<file path="config.mk">
export PLATFORM = sky130hd
export DESIGN_NAME = debug_packet_deframer_unit
export DESIGN_NICKNAME = d
export VERILOG_FILES = /design/src/hw/rtl/dbgdf_pkg.sv /design/src/hw/rtl/debug_packet_deframer_unit.sv /design/src/hw/rtl/dbgdf_step.sv
export SDC_FILE = /design/constraint.sdc
export NUM_CORES = 1
export LEC_CHECK = 0
export BUFFER_PORTS_ARGS = -buffer_cell sky130_fd_sc_hd__buf_4
export CAP_MARGIN = 20
export CORE_ASPECT_RATIO = 0.9
export CORE_MARGIN = 2
export CORE_UTILIZATION = 60
export DETAILED_ROUTE_END_ITERATION = 7
export GPL_ROUTABILITY_DRIVEN = 0
export GPL_TIMING_DRIVEN = 0
export PLACE_DENSITY = 0.9
export SYNTH_ARGS = -nofsm -noshare
export SYNTH_HDL_FRONTEND = slang
export SYNTH_HIERARCHICAL = 1
export SYNTH_SLANG_ARGS = --single-unit
export TNS_END_PERCENT = 10
</file>
<file path="constraint.sdc">
create_clock -name i_clk -period 4.2 [get_ports i_clk]
set_clock_uncertainty 0.05 [all_clocks]
set_input_delay 0.84 -clock i_clk [delete_from_list [all_inputs] [get_ports i_clk]]
set_output_delay 0.84 -clock i_clk [all_outputs]
set_load 0.05 [all_outputs]
</file>
<file path="src/hw/rtl/dbgdf_pkg.sv">
// ----------------------------------------------------------------------------
// dbgdf_pkg
// shared constants, types and helpers of the debug packet deframer
// ----------------------------------------------------------------------------
package dbgdf_pkg;

    // width of the internal payload counter
    localparam int LENGTH_BITS = 16;
    // width of the packet_length field on the result word
    localparam int LEN_OUT_BITS = 16;
    localparam int LEN_EXT_BITS = (LENGTH_BITS > LEN_OUT_BITS) ? LENGTH_BITS : LEN_OUT_BITS;

    // frame phases
    localparam logic [1:0] PH_IDLE    = 2'd0;
    localparam logic [1:0] PH_PAYLOAD = 2'd1;
    localparam logic [1:0] PH_CKHI    = 2'd2;
    localparam logic [1:0] PH_CKLO    = 2'd3;

    // result kinds
    localparam logic [2:0] KIND_NONE  = 3'd0;
    localparam logic [2:0] KIND_DATA  = 3'd1;
    localparam logic [2:0] KIND_GOOD  = 3'd2;
    localparam logic [2:0] KIND_BAD   = 3'd3;
    localparam logic [2:0] KIND_ERROR = 3'd4;

    // framing characters
    localparam logic [7:0] CH_DOLLAR = 8'h24;
    localparam logic [7:0] CH_HASH   = 8'h23;
    localparam logic [7:0] CH_PLUS   = 8'h2B;
    localparam logic [7:0] CH_MINUS  = 8'h2D;
    localparam logic [7:0] CH_BREAK  = 8'h03;

    typedef struct packed {
        logic [1:0]             phase;
        logic [7:0]             running_sum;
        logic [LENGTH_BITS-1:0] payload_count;
        logic [3:0]             high_nibble;
    } t_state;

    typedef struct packed {
        logic [2:0]              kind;
        logic [7:0]              data_byte;
        logic [LEN_OUT_BITS-1:0] packet_length;
        logic [7:0]              computed_sum;
        logic [7:0]              received_sum;
    } t_result;

    // ascii hex digit to nibble, anything else decodes as zero
    function automatic logic [3:0] hex_value(input logic [7:0] c);
        logic [3:0] v;
        v = 4'd0;
        if (c >= 8'h30 && c <= 8'h39) begin
            v = c[3:0];
        end else if ((c >= 8'h61 && c <= 8'h66) || (c >= 8'h41 && c <= 8'h46)) begin
            v = 4'(c[2:0] + 3'd1) + 4'd8;
        end
        return v;
    endfunction

    // counter shown on the result word, saturated to the field width
    function automatic logic [LEN_OUT_BITS-1:0] len_show(input logic [LENGTH_BITS-1:0] c);
        logic [LEN_EXT_BITS-1:0] w;
        logic [LEN_OUT_BITS-1:0] r;
        w = LEN_EXT_BITS'(c);
        if (w > LEN_EXT_BITS'({LEN_OUT_BITS{1'b1}})) begin
            r = '1;
        end else begin
            r = w[LEN_OUT_BITS-1:0];
        end
        return r;
    endfunction

endpackage

</file>
<file path="src/hw/rtl/debug_packet_deframer_unit.sv">
// ----------------------------------------------------------------------------
// debug_packet_deframer_unit
// deframes '$' payload '#' hh debugger packets from a byte stream
// ----------------------------------------------------------------------------
// an accepted input word passes the input register, then the result register
// throughput: one word per cycle while the receiver takes every result word, one result word for every input word
// the input register and the result register each refill in the cycle they empty
// reset (i_rst_n low, synchronous) empties both registers and returns the
// frame to idle with sum, length and checksum nibble at zero
module debug_packet_deframer_unit (
    input  logic        i_clk,
    input  logic        i_rst_n,
    // input stream
    input  logic        s_axis_tvalid,
    output logic        s_axis_tready,
    input  logic [7:0]  s_axis_tdata,   // [7:0] in_byte
    // result stream
    output logic        m_axis_tvalid,
    input  logic        m_axis_tready,
    output logic [39:0] m_axis_tdata,   // [7:0] data_byte, [23:8] packet_length,
                                        // [31:24] computed_sum, [39:32] received_sum
    output logic [2:0]  m_axis_tuser    // [2:0] kind
);
    import dbgdf_pkg::*;

    // input register
    logic       r_in_valid;
    logic [7:0] r_in_byte;

    // frame state
    t_state     r_state;
    t_state     n_state;

    // result register
    logic       r_out_valid;
    t_result    r_out;
    t_result    n_out;

    logic       adv;        // input word moves into the result register
    logic       s_accept;

    // the result register frees up when empty or when it is taken this cycle
    assign adv           = r_in_valid && (!r_out_valid || m_axis_tready);
    assign s_axis_tready = !r_in_valid || adv;
    assign s_accept      = s_axis_tvalid && s_axis_tready;

    dbgdf_step u_step (
        .i_state  (r_state),
        .i_byte   (r_in_byte),
        .o_state  (n_state),
        .o_result (n_out)
    );

    // input register
    always_ff @(posedge i_clk) begin
        if (!i_rst_n) begin
            r_in_valid <= 1'b0;
        end else if (s_axis_tready) begin
            r_in_valid <= s_axis_tvalid;
        end
    end

    always_ff @(posedge i_clk) begin
        if (s_accept) begin
            r_in_byte <= s_axis_tdata;
        end
    end

    // frame state advances once per word
    always_ff @(posedge i_clk) begin
        if (!i_rst_n) begin
            r_state <= '{phase: PH_IDLE, running_sum: 8'd0,
                         payload_count: '0, high_nibble: 4'd0};
        end else if (adv) begin
            r_state <= n_state;
        end
    end

    // result register
    always_ff @(posedge i_clk) begin
        if (!i_rst_n) begin
            r_out_valid <= 1'b0;
        end else if (adv) begin
            r_out_valid <= 1'b1;
        end else if (m_axis_tready) begin
            r_out_valid <= 1'b0;
        end
    end

    always_ff @(posedge i_clk) begin
        if (adv) begin
            r_out <= n_out;
        end
    end

    assign m_axis_tvalid = r_out_valid;
    assign m_axis_tuser  = r_out.kind;
    assign m_axis_tdata  = {r_out.received_sum, r_out.computed_sum,
                            r_out.packet_length, r_out.data_byte};

    // a good verdict only when the decoded checksum matches the sum
    a_good_match: assert property (@(posedge i_clk) disable iff (!i_rst_n)
        r_out_valid && r_out.kind == KIND_GOOD |-> r_out.received_sum == r_out.computed_sum)
        else $error("good packet with mismatched checksum");

    // a bad verdict only when they differ
    a_bad_differs: assert property (@(posedge i_clk) disable iff (!i_rst_n)
        r_out_valid && r_out.kind == KIND_BAD |-> r_out.received_sum != r_out.computed_sum)
        else $error("bad checksum verdict with matching sums");

    // a payload byte always leaves a nonzero length
    a_data_len: assert property (@(posedge i_clk) disable iff (!i_rst_n)
        r_out_valid && r_out.kind == KIND_DATA |-> r_out.packet_length != '0)
        else $error("payload byte with zero packet length");

    // packet start clears the sum and count and enters the payload phase
    a_start: assert property (@(posedge i_clk) disable iff (!i_rst_n)
        adv && r_state.phase == PH_IDLE && r_in_byte == CH_DOLLAR
        |=> r_state.phase == PH_PAYLOAD && r_state.running_sum == 8'd0
            && r_state.payload_count == '0)
        else $error("packet start did not reset frame state");

    // checksum phases always emit a verdict word on the second digit
    a_verdict: assert property (@(posedge i_clk) disable iff (!i_rst_n)
        adv && r_state.phase == PH_CKLO
        |=> r_out_valid && (r_out.kind == KIND_GOOD || r_out.kind == KIND_BAD)
            && r_state.phase == PH_IDLE)
        else $error("second checksum digit without verdict");

endmodule

</file>
<file path="src/hw/rtl/dbgdf_step.sv">
// ----------------------------------------------------------------------------
// dbgdf_step
// next-state and result logic for one received byte
// ----------------------------------------------------------------------------
module dbgdf_step (
    input  dbgdf_pkg::t_state  i_state,
    input  logic [7:0]         i_byte,
    output dbgdf_pkg::t_state  o_state,
    output dbgdf_pkg::t_result o_result
);
    import dbgdf_pkg::*;

    t_state     n_st;
    logic [2:0] kind;
    logic [7:0] rsum;

    always_comb begin
        n_st = i_state;
        kind = KIND_NONE;
        rsum = 8'd0;
        unique case (i_state.phase)
            PH_IDLE: begin
                if (i_byte == CH_DOLLAR) begin
                    n_st.running_sum   = 8'd0;
                    n_st.payload_count = '0;
                    n_st.phase         = PH_PAYLOAD;
                end else if (i_byte == CH_PLUS || i_byte == CH_MINUS
                             || i_byte == CH_BREAK) begin
                    kind = KIND_NONE;
                end else begin
                    kind = KIND_ERROR;
                end
            end
            PH_PAYLOAD: begin
                if (i_byte == CH_HASH) begin
                    n_st.phase = PH_CKHI;
                end else begin
                    n_st.running_sum = i_state.running_sum + i_byte;
                    if (i_state.payload_count != '1) begin
                        n_st.payload_count = i_state.payload_count + 1'b1;
                    end
                    kind = KIND_DATA;
                end
            end
            PH_CKHI: begin
                n_st.high_nibble = hex_value(i_byte);
                n_st.phase       = PH_CKLO;
            end
            PH_CKLO: begin
                rsum       = {i_state.high_nibble, hex_value(i_byte)};
                kind       = (rsum == i_state.running_sum) ? KIND_GOOD : KIND_BAD;
                n_st.phase = PH_IDLE;
            end
            default: begin
                n_st.phase = PH_IDLE;
            end
        endcase
    end

    assign o_state                = n_st;
    assign o_result.kind          = kind;
    assign o_result.data_byte     = i_byte;
    assign o_result.packet_length = len_show(n_st.payload_count);
    assign o_result.computed_sum  = n_st.running_sum;
    assign o_result.received_sum  = rsum;

endmodule

</file>
### Word level (Yosys, flattened, before mapping)

Index checks and enable logic that the tools add are counted.

* bits in registers: 83
* bits of input ports: 12
* output and inout bits: 45
* logic and storage cells: 67

* $add $sub $neg: 4
* order comparisons: 7
* equal/unequal tests: 12
* multiplexer cells: 16
* reduce and logical (&&, ||, !) cells: 16

Operators with widths (count)
* case mux 24 bit (2 select lines): 1
* equality test 8 x 6 -> 1 bit, second input constant: 4
* two-way mux 26 bit: 1
* two-way mux 24 bit: 1
* adder 16 x 1 -> 16 bit, second input constant: 1
* greater-or-equal comparator 8 x 7 -> 1 bit, second input constant: 2
* > comparator 16 bit, second input constant: 1
* less-or-equal comparator 8 x 7 -> 1 bit, second input constant: 2
* two-way mux 16 bit: 1
* inequality test 16 bit, second input constant: 1
* two-way mux 4 bit: 3
* case mux 3 bit (3 select lines): 1
* adder 8 bit: 1
* equality test 8 x 2 -> 1 bit, second input constant: 1
* equality test 8 bit: 1
* greater-or-equal comparator 8 x 6 -> 1 bit, second input constant: 1
* less-or-equal comparator 8 x 6 -> 1 bit, second input constant: 1
* case mux 2 bit (4 select lines): 1
* two-way mux 3 bit: 2
* logical AND 1 bit: 5
* logical OR 1 bit: 5
* adder 3 x 1 -> 4 bit, second input constant: 1
* adder 4 bit, second input constant: 1
* equality test 2 bit, second input constant: 2
* other kinds (9): 14

### Depth between registers and ports, before layout

Gate-level depths: netlist of the first run.

* word-level depth: 9
* gate-level depth with buffers: 11
* gate-level depth less buffers: 10

### Cells and area by module

Netlist of the first run, hierarchy kept.

Modules (own cells, without submodules)
* debug_packet_deframer_unit: times used 1, cells each 191, area each 2850.2 µm², seq. area each 2172.1 µm²
* dbgdf_step: times used 1, cells each 252, area each 1604.0 µm², seq. area each 0.0 µm²

### Least setup slack after synthesis of the first run

Ideal clock, no wire load.

* path kind: reg-to-reg
* from: register r_in_byte[1]
* to: register r_state[27] (netlist name)
* library setup time: 0.072 ns
* arrival: 2.264 ns
* data required time: 4.078 ns
* path slack: 1.814 ns
* cell stages (with the launch flop): 11
* path buffers: 1
* period minus slack after synthesis: 2.386 ns
* cells stage by stage: edfxtp_1 ha_1 a21o_1 a211oi_1 o21ai_0 a21oi_1 and3b_1 o32ai_1 buf_4 nand2_1 mux2i_1

RTL lines
* from (decl): line debug_packet_deframer_unit.sv:28 `logic [7:0] r_in_byte;`
* from (signal assigned): line debug_packet_deframer_unit.sv:65 `r_in_byte <= s_axis_tdata;`
* to (signal assigned): line debug_packet_deframer_unit.sv:72 `r_state <= '{phase: PH_IDLE, running_sum: 8'd0,`
* to (signal assigned): line debug_packet_deframer_unit.sv:75 `r_state <= n_state;`
* to (decl): line debug_packet_deframer_unit.sv:31 `t_state r_state;`

==> flow_metrics.env, run 1 <==
export IMPL_worst_ep_arrival_time_ns=3.29
export IMPL_internal_power_uw=1340
export IMPL_setup_tns_final_ns=0
export IMPL_hp_start="r_state[29]"
export IMPL_buffer_cell_driving_the_clock_tree_root="clkbuf_8"
export IMPL_drtAntennaViolNets=0
export IMPL_worst_endpoint_required_time_ns=4.43
export IMPL_antenna_found_initial=0
export IMPL_finalWirelength_mm=10.8
export IMPL_worst_skew_pair_latency_ns=0.36
export IMPL_hpwlAfterDp_mm=7.14
export IMPL_numPortBuffers=55
export IMPL_p_leak_uw=0.00202
export IMPL_cts_max_level=3
export IMPL_pre_cts_ws_ns=1.40
export IMPL_drc_errors=0
export IMPL_fin_ws_ns=1.15
export IMPL_vdd_ir_drop_max_uv=236
export IMPL_hold_path_class="flip-flop to flip-flop"
export IMPL_start_util=0.626
export IMPL_worstSetupPathType="flip-flop to flip-flop"
export IMPL_cts_inserted_buffers=9
export IMPL_setup_worst_path_end_class="flip-flop"
export IMPL_postLayoutCellArea_sq_mm=0.00522
export IMPL_netlist_cell_type_count=55
export IMPL_detail_route_first_pass_iterations=6
export IMPL_postSynth_asyncResetShare=0
export IMPL_post_drt_wl_per_cell_um=17.8
export IMPL_grt_max_degree=53
export IMPL_post_route_cells_drive_above_1_share=0.228
export IMPL_tritoncts_num_sinks=83
export IMPL_cts_max_path_buffers=2
export IMPL_hold_viol=0
export IMPL_antenna_cells_inserted=0
export IMPL_syn_num_nets=468
export IMPL_die_outline_width_um=94.8
export IMPL_power_frac_seq=0.510
export IMPL_max_slew_margin_rel=0.549
export IMPL_dr_total_vias=3776
export IMPL_ys_ff_latch=83
export IMPL_synth_yosys_seq_area_share=0.488
export IMPL_fin_crit_sh=0.727
export IMPL_grt_first_pass_wirelength_mm=17.8
export IMPL_maxClockFrequency_mhz=328
export IMPL_switching_share=0.241
export IMPL_design_portCount=57
export IMPL_cp_slowest_cell="edfxtp_1"
export IMPL_post_layout_min_period_ns=3.05
export IMPL_placed_cell_area_sq_mm=0.00498
export IMPL_number_of_placement_rows=29
export IMPL_routed_via_count_divided_by_cell_count=6.22
export IMPL_syn_area_per_cell_sq_um=10.1
export IMPL_critical_path_max_stage_delay_ns=0.55
export IMPL_syn_area_sq_mm=0.00445
export IMPL_rsz0062_at_grt="no"
export IMPL_syn2layout_area_growth_pct=17.2
export IMPL_cts_setup_buffers=0
export IMPL_final_setup_viol_count=0
export IMPL_postSynthCellCount=443
export IMPL_switching_power_summed_over_all_nets_uw=426
export IMPL_share_of_power_burned_in_the_clock_network=0.388
export IMPL_core_area_sq_mm=0.00711
export IMPL_die_area_sq_mm=0.00813
export IMPL_worst_setup_path_startpoint="r_in_byte[1]"
export IMPL_fp_dieH_um=85.7
export IMPL_critPathLaunchType="flip-flop"
export IMPL_n_fill_cell=516
export IMPL_grt_overflow=0
export IMPL_report_final_slew_viol_count=0
export IMPL_clk_pin_slew_ns=0.08
export IMPL_nets=534
export IMPL_worstReg2RegStart="r_in_byte[1]"
export IMPL_cts_resized=0
export IMPL_synth_edf_count=51
export IMPL_combPwrFrac=0.102
export IMPL_worst_slew_pin_transition_ns=0.667
export IMPL_max_cap_violations=0
export IMPL_synthesis_warning_total=6
export IMPL_groute_usage_overall=0.286
export IMPL_status="finished, final reports clean"
export IMPL_drt_iter0_drc=403
export IMPL_power_uw=1770
export IMPL_ordered_list_of_cells_on_the_worst_path="ha_1 > a21o_1 > a211oi_1 > o21ai_0 > a21oi_1 > and3b_1 > o32ai_1 > buf_4 > nand2_1 > mux2i_1"
export IMPL_power_per_cell_area_mw_per_mm2=338
export IMPL_first_global_vias=3720
export IMPL_predominant_post_synthesis_flop_cell="edfxtp_1"
export IMPL_final_core_util=0.734
export IMPL_cts_tree="built"
export IMPL_post_cts_hold_buffer_count=0
export IMPL_cp_max_fo=7
power by group through the flow:
stage               Clock [uW]  Sequential (uW)  Combinational, uW
finish                     685              901                181
global placement             0              919                175
detailed placement           0              919                179
floorplan                    0              978               66.3
global route               722              904                189
CTS                        687              901                180
cell usage after synthesis (3+ instances only):
library cell  count  area (sq um)
a21o_1            3          22.5
a21oi_1          19          95.1
a22o_1            4          35.0
a31oi_1          10          62.6
and3_1            7          43.8
and4_1            4          35.0
buf_12            3          60.1
buf_2             4          20.0
buf_4            32           240
clkbuf_1          9          33.8
dfxtp_1          32           641
edfxtp_1         51          1530
ha_1             12           150
inv_1            10          37.5
mux2i_1          30           300
nand2_1          87           327
nand2b_1          4          25.0
nand3_1          10          50.1
nor2_1           22          82.6
nor2b_1           3          18.8
nor3_1            9          45.0
nor4_1            4          25.0
o21ai_0          20           100
o21bai_1          3          22.5
o31ai_1           5          37.5
xnor2_1           4          35.0
xor2_1           10          87.6
worst paths after layout:
path | slack, ns | to | cells after the start
worst max-delay path | 1.15 | r_state[27] | 10
worst min-delay path | 0.45 | r_state[29] | 2
worst min register to register | 0.45 | r_state[29] | 2
worst max register to register | 1.15 | r_state[27] | 10
stage by stage:
stage	instances	hold WS, ns
floorplan	443	0.405
global placement	591	0.417
detailed placement	591	0.437
CTS	607	0.449
global route	607	0.466
finish	607	0.451
cells by family after synthesis:
logic type | Yosys count | synth area share
flip-flops | 83 | 0.488
XOR/XNOR | 14 | 0.0275
adder cells (fa/ha/maj) | 13 | 0.0382
AO/OA/AOI/OAI | 80 | 0.116
AND/OR/NAND/NOR | 162 | 0.170
multiplexers | 31 | 0.0699
buffers and inverters | 60 | 0.0913
registers in the layout, indices dropped and copies added (netlist names):
register	flops
m_axis_tdata	40
r_state	30
r_in_byte	8
m_axis_tuser	3
m_axis_tvalid	1
r_in_valid	1
cells in the final DEF, fill, tap and decap left out, types with 4 or more instances in the layout:
cell	count
a21oi_1	19
a22o_1	4
a31oi_1	10
and3_1	7
and4_1	4
buf_2	4
buf_4	87
clkbuf_1	9
clkbuf_8	9
dfxtp_1	32
edfxtp_1	51
ha_1	12
inv_1	10
mux2i_1	30
nand2_1	87
nand2b_1	4
nand3_1	10
nor2_1	22
nor3_1	9
nor4_1	4
o21ai_0	20
o31ai_1	5
xnor2_1	4
xor2_1	10
routing by layer:
layer | global-route usage | vias up | wire [um]
li1 | - | 1691 | -
met1 | 0.360 | 1783 | 4270
met2 | 0.453 | 243 | 5230
met3 | 0.0571 | 59 | 846
met4 | 0.178 | 0 | 441
met5 | 0 | - | 0
critical path, delay by kind of cell (launching register included):
| family | cells | cell delay, ns |
|---|---|---|
| AOI/OAI and AO/OA | 5 | 1.44 |
| and+or+nand+nor | 2 | 0.24 |
| buffers and inverters | 1 | 0.20 |
| muxes | 1 | 0.17 |
| DFF | 1 | 0.55 |
| adders and majority gates | 1 | 0.35 |
cell type report:
type,instances,area (sq um),area share
plain buffers,50,369,0.0707
clock buffers,9,124,0.0237
clock inverters,7,115,0.0220
inverters,10,37.5,0.00719
multi-input cells,300,1880,0.359
flip-flops and latches,83,2170,0.416
well taps,93,116,0.0223
repair buffers,55,413,0.0791
Note: power is estimated with default switching activity, not from simulation.
==> run 2, diff against run 1 <==
CORE_UTILIZATION = 52   (was 60)
PLACE_DENSITY = 0.84   (was 0.9)
clock period = 2.61 ns   (was 4.2 ns; I/O delays follow)
==> run 2 against run 1 <==
Flip-flop and latch count did not move. Highest routed layer unchanged. Cell count rose by 4.8%. The run now ends with setup timing left. Combinational power rose by 63%. First-iteration DRC count fell by 8.2%. Global-route usage fell by 5.9 points. Via count fell by 5.5%. Non-clock buffer count rose by 3. Largest cell class unchanged.
==> flow_metrics.env, run 2 (same netlist as run 1, synthesis figures left out) <==
export IMPL_placed_cells=617
export IMPL_max_slew_margin_rel=0.593
export IMPL_setup_worst_path_end_class="flip-flop"
export IMPL_report_final_slew_viol_count=0
export IMPL_switching_share=0.280
export IMPL_post_drt_wl_per_cell_um=15.9
export IMPL_worst_endpoint_required_time_ns=2.86
export IMPL_vdd_ir_drop_max_uv=252
export IMPL_antenna_found_initial=0
export IMPL_post_layout_min_period_ns=2.63
export IMPL_power_per_cell_area_mw_per_mm2=501
export IMPL_failing_checks="setup timing"
export IMPL_die_outline_width_um=102
export IMPL_first_global_vias=3437
export IMPL_switching_power_summed_over_all_nets_uw=735
export IMPL_placed_cell_area_sq_mm=0.00502
export IMPL_share_of_power_burned_in_the_clock_network=0.337
export IMPL_hpwlAfterDp_mm=6.97
export IMPL_post_route_cells_drive_above_1_share=0.240
export IMPL_final_setup_viol_count=3
export IMPL_clk_pin_slew_ns=0.10
export IMPL_worst_skew_pair_latency_ns=0.36
export IMPL_rsz0062_at_grt="yes"
export IMPL_status="finished, violations left"
export IMPL_largest_register_ff_count=40
export IMPL_post_cts_hold_buffer_count=0
export IMPL_hold_path_class="input port to flip-flop"
export IMPL_maxClockFrequency_mhz=380
export IMPL_number_of_placement_rows=32
export IMPL_drtAntennaViolNets=0
export IMPL_finalWirelength_mm=10.1
export IMPL_grt_overflow=0
export IMPL_buffer_cell_driving_the_clock_tree_root="clkbuf_8"
export IMPL_drc_errors=0
export IMPL_layout_common_cells="buf_4 (90), nand2_1 (87), edfxtp_1 (51), dfxtp_1 (32), mux2i_1 (30)"
export IMPL_worst_ep_arrival_time_ns=2.89
export IMPL_layout_commonest_cell="buf_4"
export IMPL_groute_usage_overall=0.227
export IMPL_grt_first_pass_wirelength_mm=16.6
export IMPL_syn2layout_area_growth_pct=17.6
export IMPL_final_cell_count_no_fill=636
export IMPL_fin_crit_sh=1.01
export IMPL_n_fill_cell=698
export IMPL_start_util=0.527
export IMPL_fp_dieH_um=91.8
export IMPL_cts_max_path_buffers=2
export IMPL_die_area_sq_mm=0.00932
export IMPL_worst_slew_pin_transition_ns=0.607
export IMPL_max_cap_violations=0
export IMPL_cts_tree="built"
export IMPL_drt_iter0_drc=370
export IMPL_dr_total_vias=3568
export IMPL_antenna_cells_inserted=0
export IMPL_critPathLaunchType="flip-flop"
export IMPL_nets=537
export IMPL_grt_max_degree=53
export IMPL_tritoncts_num_sinks=83
export IMPL_numPortBuffers=55
export IMPL_hold_viol=0
export IMPL_hold_slack_ns=0.280
export IMPL_detail_route_first_pass_iterations=5
export IMPL_power_frac_seq=0.551
export IMPL_design_portCount=57
export IMPL_power_uw=2630
export IMPL_routed_via_count_divided_by_cell_count=5.61
export IMPL_cp_max_fo=4
export IMPL_setup_tns_final_ns=-0.0307
export IMPL_p_leak_uw=0.00201
export IMPL_internal_power_uw=1890
export IMPL_fin_ws_ns=-0.0231
export IMPL_core_area_sq_mm=0.00845
export IMPL_postLayoutCellArea_sq_mm=0.00524
export IMPL_combPwrFrac=0.112
export IMPL_cts_inserted_buffers=9
export IMPL_cts_max_level=3
export IMPL_worstSetupPathType="flip-flop to flip-flop"
## run 2: changes by cell type in the layout (fill, tap and decap cells not counted), sizes merged
cell	before	now
bufinv	3	0
buf	96	99
inv	11	14
## run 2: worst max-delay path, stage by stage (launching register included)
cell	delay, ns
edfxtp_1	0.48
ha_1	0.26
nor2b_1	0.16
and3_1	0.26
a211oi_2	0.36
nand3_1	0.18
or4_1	0.42
nand3_1	0.12
buf_4	0.11
nand2_1	0.04
mux2i_1	0.13
## run 2: layout make-up
type / count / area (sq um) / area share
repair buffers: 58 / 435 / 0.0831
plain buffers: 50 / 370 / 0.0707
flip-flops and latches: 83 / 2170 / 0.415
inverters: 10 / 37.5 / 0.00716
clock buffers: 9 / 124 / 0.0236
clock inverters: 7 / 60.1 / 0.0115
multi-input cells: 300 / 1890 / 0.361
well taps: 119 / 149 / 0.0284
## run 2: final timing paths
kind	depth (start not counted)	slack (ns)	endpoint	start
min	1	0.28	r_in_byte[2]	s_axis_tdata[2]
min reg2reg	2	0.45	r_state[29]	r_state[29]
max reg2reg	10	-0.02	r_state[11]	r_in_byte[1]
max	10	-0.02	r_state[11]	r_in_byte[1]
## run 2: power groups by stage
stage	clock [uW]	combinational, uW	sequential (uW)
after detailed placement	0	287	1480
final	884	295	1450
after floorplan	0	107	1570
after global routing	961	309	1450
after global placement	0	282	1480
after CTS	892	295	1450
## run 2: metal layers
metal	track usage	up-vias	part of all wire
met4	0.0788	0	0.019
met2	0.357	161	0.47
li1	-	1689	-
met5	0	-	0
met1	0.307	1697	0.44
met3	0.0503	21	0.067
## run 2: repair_timing
item / in CTS / in global routing
resized for setup: 4 / 2
pin swaps: 0 / 0
cloned: 0 / 0
setup endpoints to repair: 7 / 21
hold endpoints to repair: 0 / 0
setup buffers: 3 / 0
## run 2: metrics by stage
step	util	setup slack, ns
after floorplan	-	0.224
after global placement	0.594	-0.107
after detailed placement	0.594	-0.250
after CTS	0.620	0.0143
after global routing	0.620	-0.159
final	0.620	-0.0231
==> run 3, diff against run 2 <==
BUFFER_PORTS_ARGS = -buffer_cell sky130_fd_sc_hd__buf_2   (was -buffer_cell sky130_fd_sc_hd__buf_4)
==> run 3 against run 2 <==
The run still ends with setup timing left. Core utilization fell by 0.21 points. Sequential share of layout area rose by 0.14 points. Global-route usage rose by 0.67 points. Die area did not move. Via count rose by 3.5%. Wire length rose by 5.3%. Critical path depth fell by 3. Clock power rose by 19%. Worst setup slack got worse by 0.054 ns. First-iteration DRC count fell by 1.1%. Critical path type unchanged.
==> flow_metrics.env, run 3 (same netlist as run 1, synthesis figures left out) <==
export IMPL_status="finished, violations left"
export IMPL_failing_checks="setup timing"
export IMPL_final_core_util=0.618
export IMPL_first_global_vias=3447
export IMPL_worst_ep_arrival_time_ns=2.93
export IMPL_groute_usage_overall=0.233
export IMPL_cp_slowest_cell="or4b_4"
export IMPL_fin_crit_sh=1.03
export IMPL_antenna_found_initial=0
export IMPL_syn2layout_area_growth_pct=17.2
export IMPL_tritoncts_num_sinks=83
export IMPL_grt_max_degree=53
export IMPL_buffer_cell_driving_the_clock_tree_root="clkbuf_8"
export IMPL_rsz0062_at_grt="yes"
export IMPL_finalWirelength_mm=10.7
export IMPL_layout_common_cells="nand2_1 (86), buf_2 (59), edfxtp_1 (51), buf_4 (37), dfxtp_1 (32)"
export IMPL_cts_tree="built"
export IMPL_switching_share=0.261
export IMPL_maxClockFrequency_mhz=372
export IMPL_dr_total_vias=3693
export IMPL_antenna_cells_inserted=0
export IMPL_worstReg2RegStart="r_in_byte[3]"
export IMPL_cp_max_fo=8
export IMPL_core_area_sq_mm=0.00845
export IMPL_fin_ws_ns=-0.0771
export IMPL_hold_viol=0
export IMPL_post_layout_min_period_ns=2.69
export IMPL_multi_input_area_sq_mm=0.00196
export IMPL_die_area_sq_mm=0.00932
export IMPL_drtAntennaViolNets=0
export IMPL_power_frac_seq=0.520
export IMPL_post_drt_wl_per_cell_um=16.7
export IMPL_cts_max_path_buffers=2
export IMPL_grt_first_pass_wirelength_mm=16.9
export IMPL_cts_max_level=3
export IMPL_final_setup_viol_count=1
export IMPL_worst_slew_pin_transition_ns=0.634
export IMPL_hpwlAfterDp_mm=6.98
export IMPL_layout_commonest_cell="nand2_1"
export IMPL_die_outline_width_um=102
export IMPL_critPathLaunchType="flip-flop"
export IMPL_worstSetupPathType="flip-flop to flip-flop"
export IMPL_max_slew_margin_rel=0.577
export IMPL_seqCellArea_sq_mm=0.00217
export IMPL_max_cap_violations=0
export IMPL_largest_register_ff_count=40
export IMPL_start_util=0.527
export IMPL_power_per_cell_area_mw_per_mm2=532
export IMPL_vdd_ir_drop_max_uv=256
export IMPL_setup_worst_path_end_class="flip-flop"
export IMPL_n_fill_cell=655
export IMPL_p_leak_uw=0.00200
export IMPL_hold_path_class="input port to flip-flop"
export IMPL_worst_skew_pair_latency_ns=0.37
export IMPL_switching_power_summed_over_all_nets_uw=725
export IMPL_internal_power_uw=2050
export IMPL_design_portCount=57
export IMPL_report_final_slew_viol_count=0
export IMPL_routed_via_count_divided_by_cell_count=5.79
export IMPL_worst_setup_path_startpoint="r_in_byte[3]"
export IMPL_drt_iter0_drc=366
export IMPL_clk_pin_slew_ns=0.09
export IMPL_worst_endpoint_required_time_ns=2.86
export IMPL_setup_tns_final_ns=-0.0771
export IMPL_share_of_power_burned_in_the_clock_network=0.378
export IMPL_grt_overflow=0
export IMPL_combPwrFrac=0.102
export IMPL_number_of_placement_rows=32
export IMPL_numPortBuffers=55
export IMPL_post_cts_hold_buffer_count=0
export IMPL_hold_slack_ns=0.274
export IMPL_fp_dieH_um=91.8
export IMPL_cts_inserted_buffers=9
export IMPL_critical_path_max_stage_delay_ns=0.61
export IMPL_hp_start="s_axis_tdata[4]"
export IMPL_drc_errors=0
export IMPL_post_route_cells_drive_above_1_share=0.266
export IMPL_nets=539
export IMPL_ordered_list_of_cells_on_the_worst_path="or4b_4 > a311oi_2 > a21oi_1 > mux2_2 > o21ai_0 > nand2_1 > mux2i_1"
export IMPL_detail_route_first_pass_iterations=5
[run 3: critical path: cells and delay by family, from the launching register on]
| family | cells | cell delay, ns |
|---|---|---|
| mux | 2 | 0.46 |
| compound gates | 3 | 0.85 |
| simple gates | 2 | 0.71 |
| flops | 1 | 0.54 |
[run 3: worst paths after layout]
check,endpoint,slack [ns],depth (start not counted)
max,r_state[2],-0.08,7
min,r_in_byte[4],0.27,1
max reg2reg,r_state[2],-0.08,7
min reg2reg,r_state[2],0.46,2
[run 3: power by group through the flow]
stage / Clock (uW) / Sequential [uW] / Combinational (uW)
after detailed placement: 0 / 1480 / 269
after global routing: 1120 / 1450 / 296
after global placement: 0 / 1480 / 262
final: 1050 / 1450 / 283
after floorplan: 0 / 1570 / 107
after CTS: 1070 / 1450 / 279
[run 3: timing repair]
action / CTS / global route
pin swaps: 0 / 1
setup endpoints to repair: 7 / 20
gates resized for setup: 4 / 17
setup buffers: 4 / 1
[run 3: final cells by class]
cell class	count	area share
plain buffers	50	0.0709
clock buffers	9	0.0237
clock inverters	7	0.0189
inverters	10	0.00719
multi-input cells	300	0.375
flip-flops and latches	83	0.416
well taps	119	0.0285
repair buffers	60	0.0599
[run 3: metrics by stage]
stage          std cells  area [sq um]  setup WS (ns)  power, uW
2_1_floorplan        443          4450          0.224       1680
3_3_place_gp         617          4880         -0.106       1740
3_5_place_dp         617          4880         -0.188       1750
4_1_cts              637          5140        0.00256       2790
5_1_grt              638          5220         -0.123       2870
6_report             638          5220        -0.0771       2780
[run 3: routing by layer]
metal / GRT usage / routed length (um) / vias to the layer above
met5: 0 / 0 / -
met4: 0.105 / 357 / 0
met3: 0.0465 / 731 / 47
met2: 0.367 / 5100 / 198
met1: 0.310 / 4480 / 1743
li1: - / - / 1705
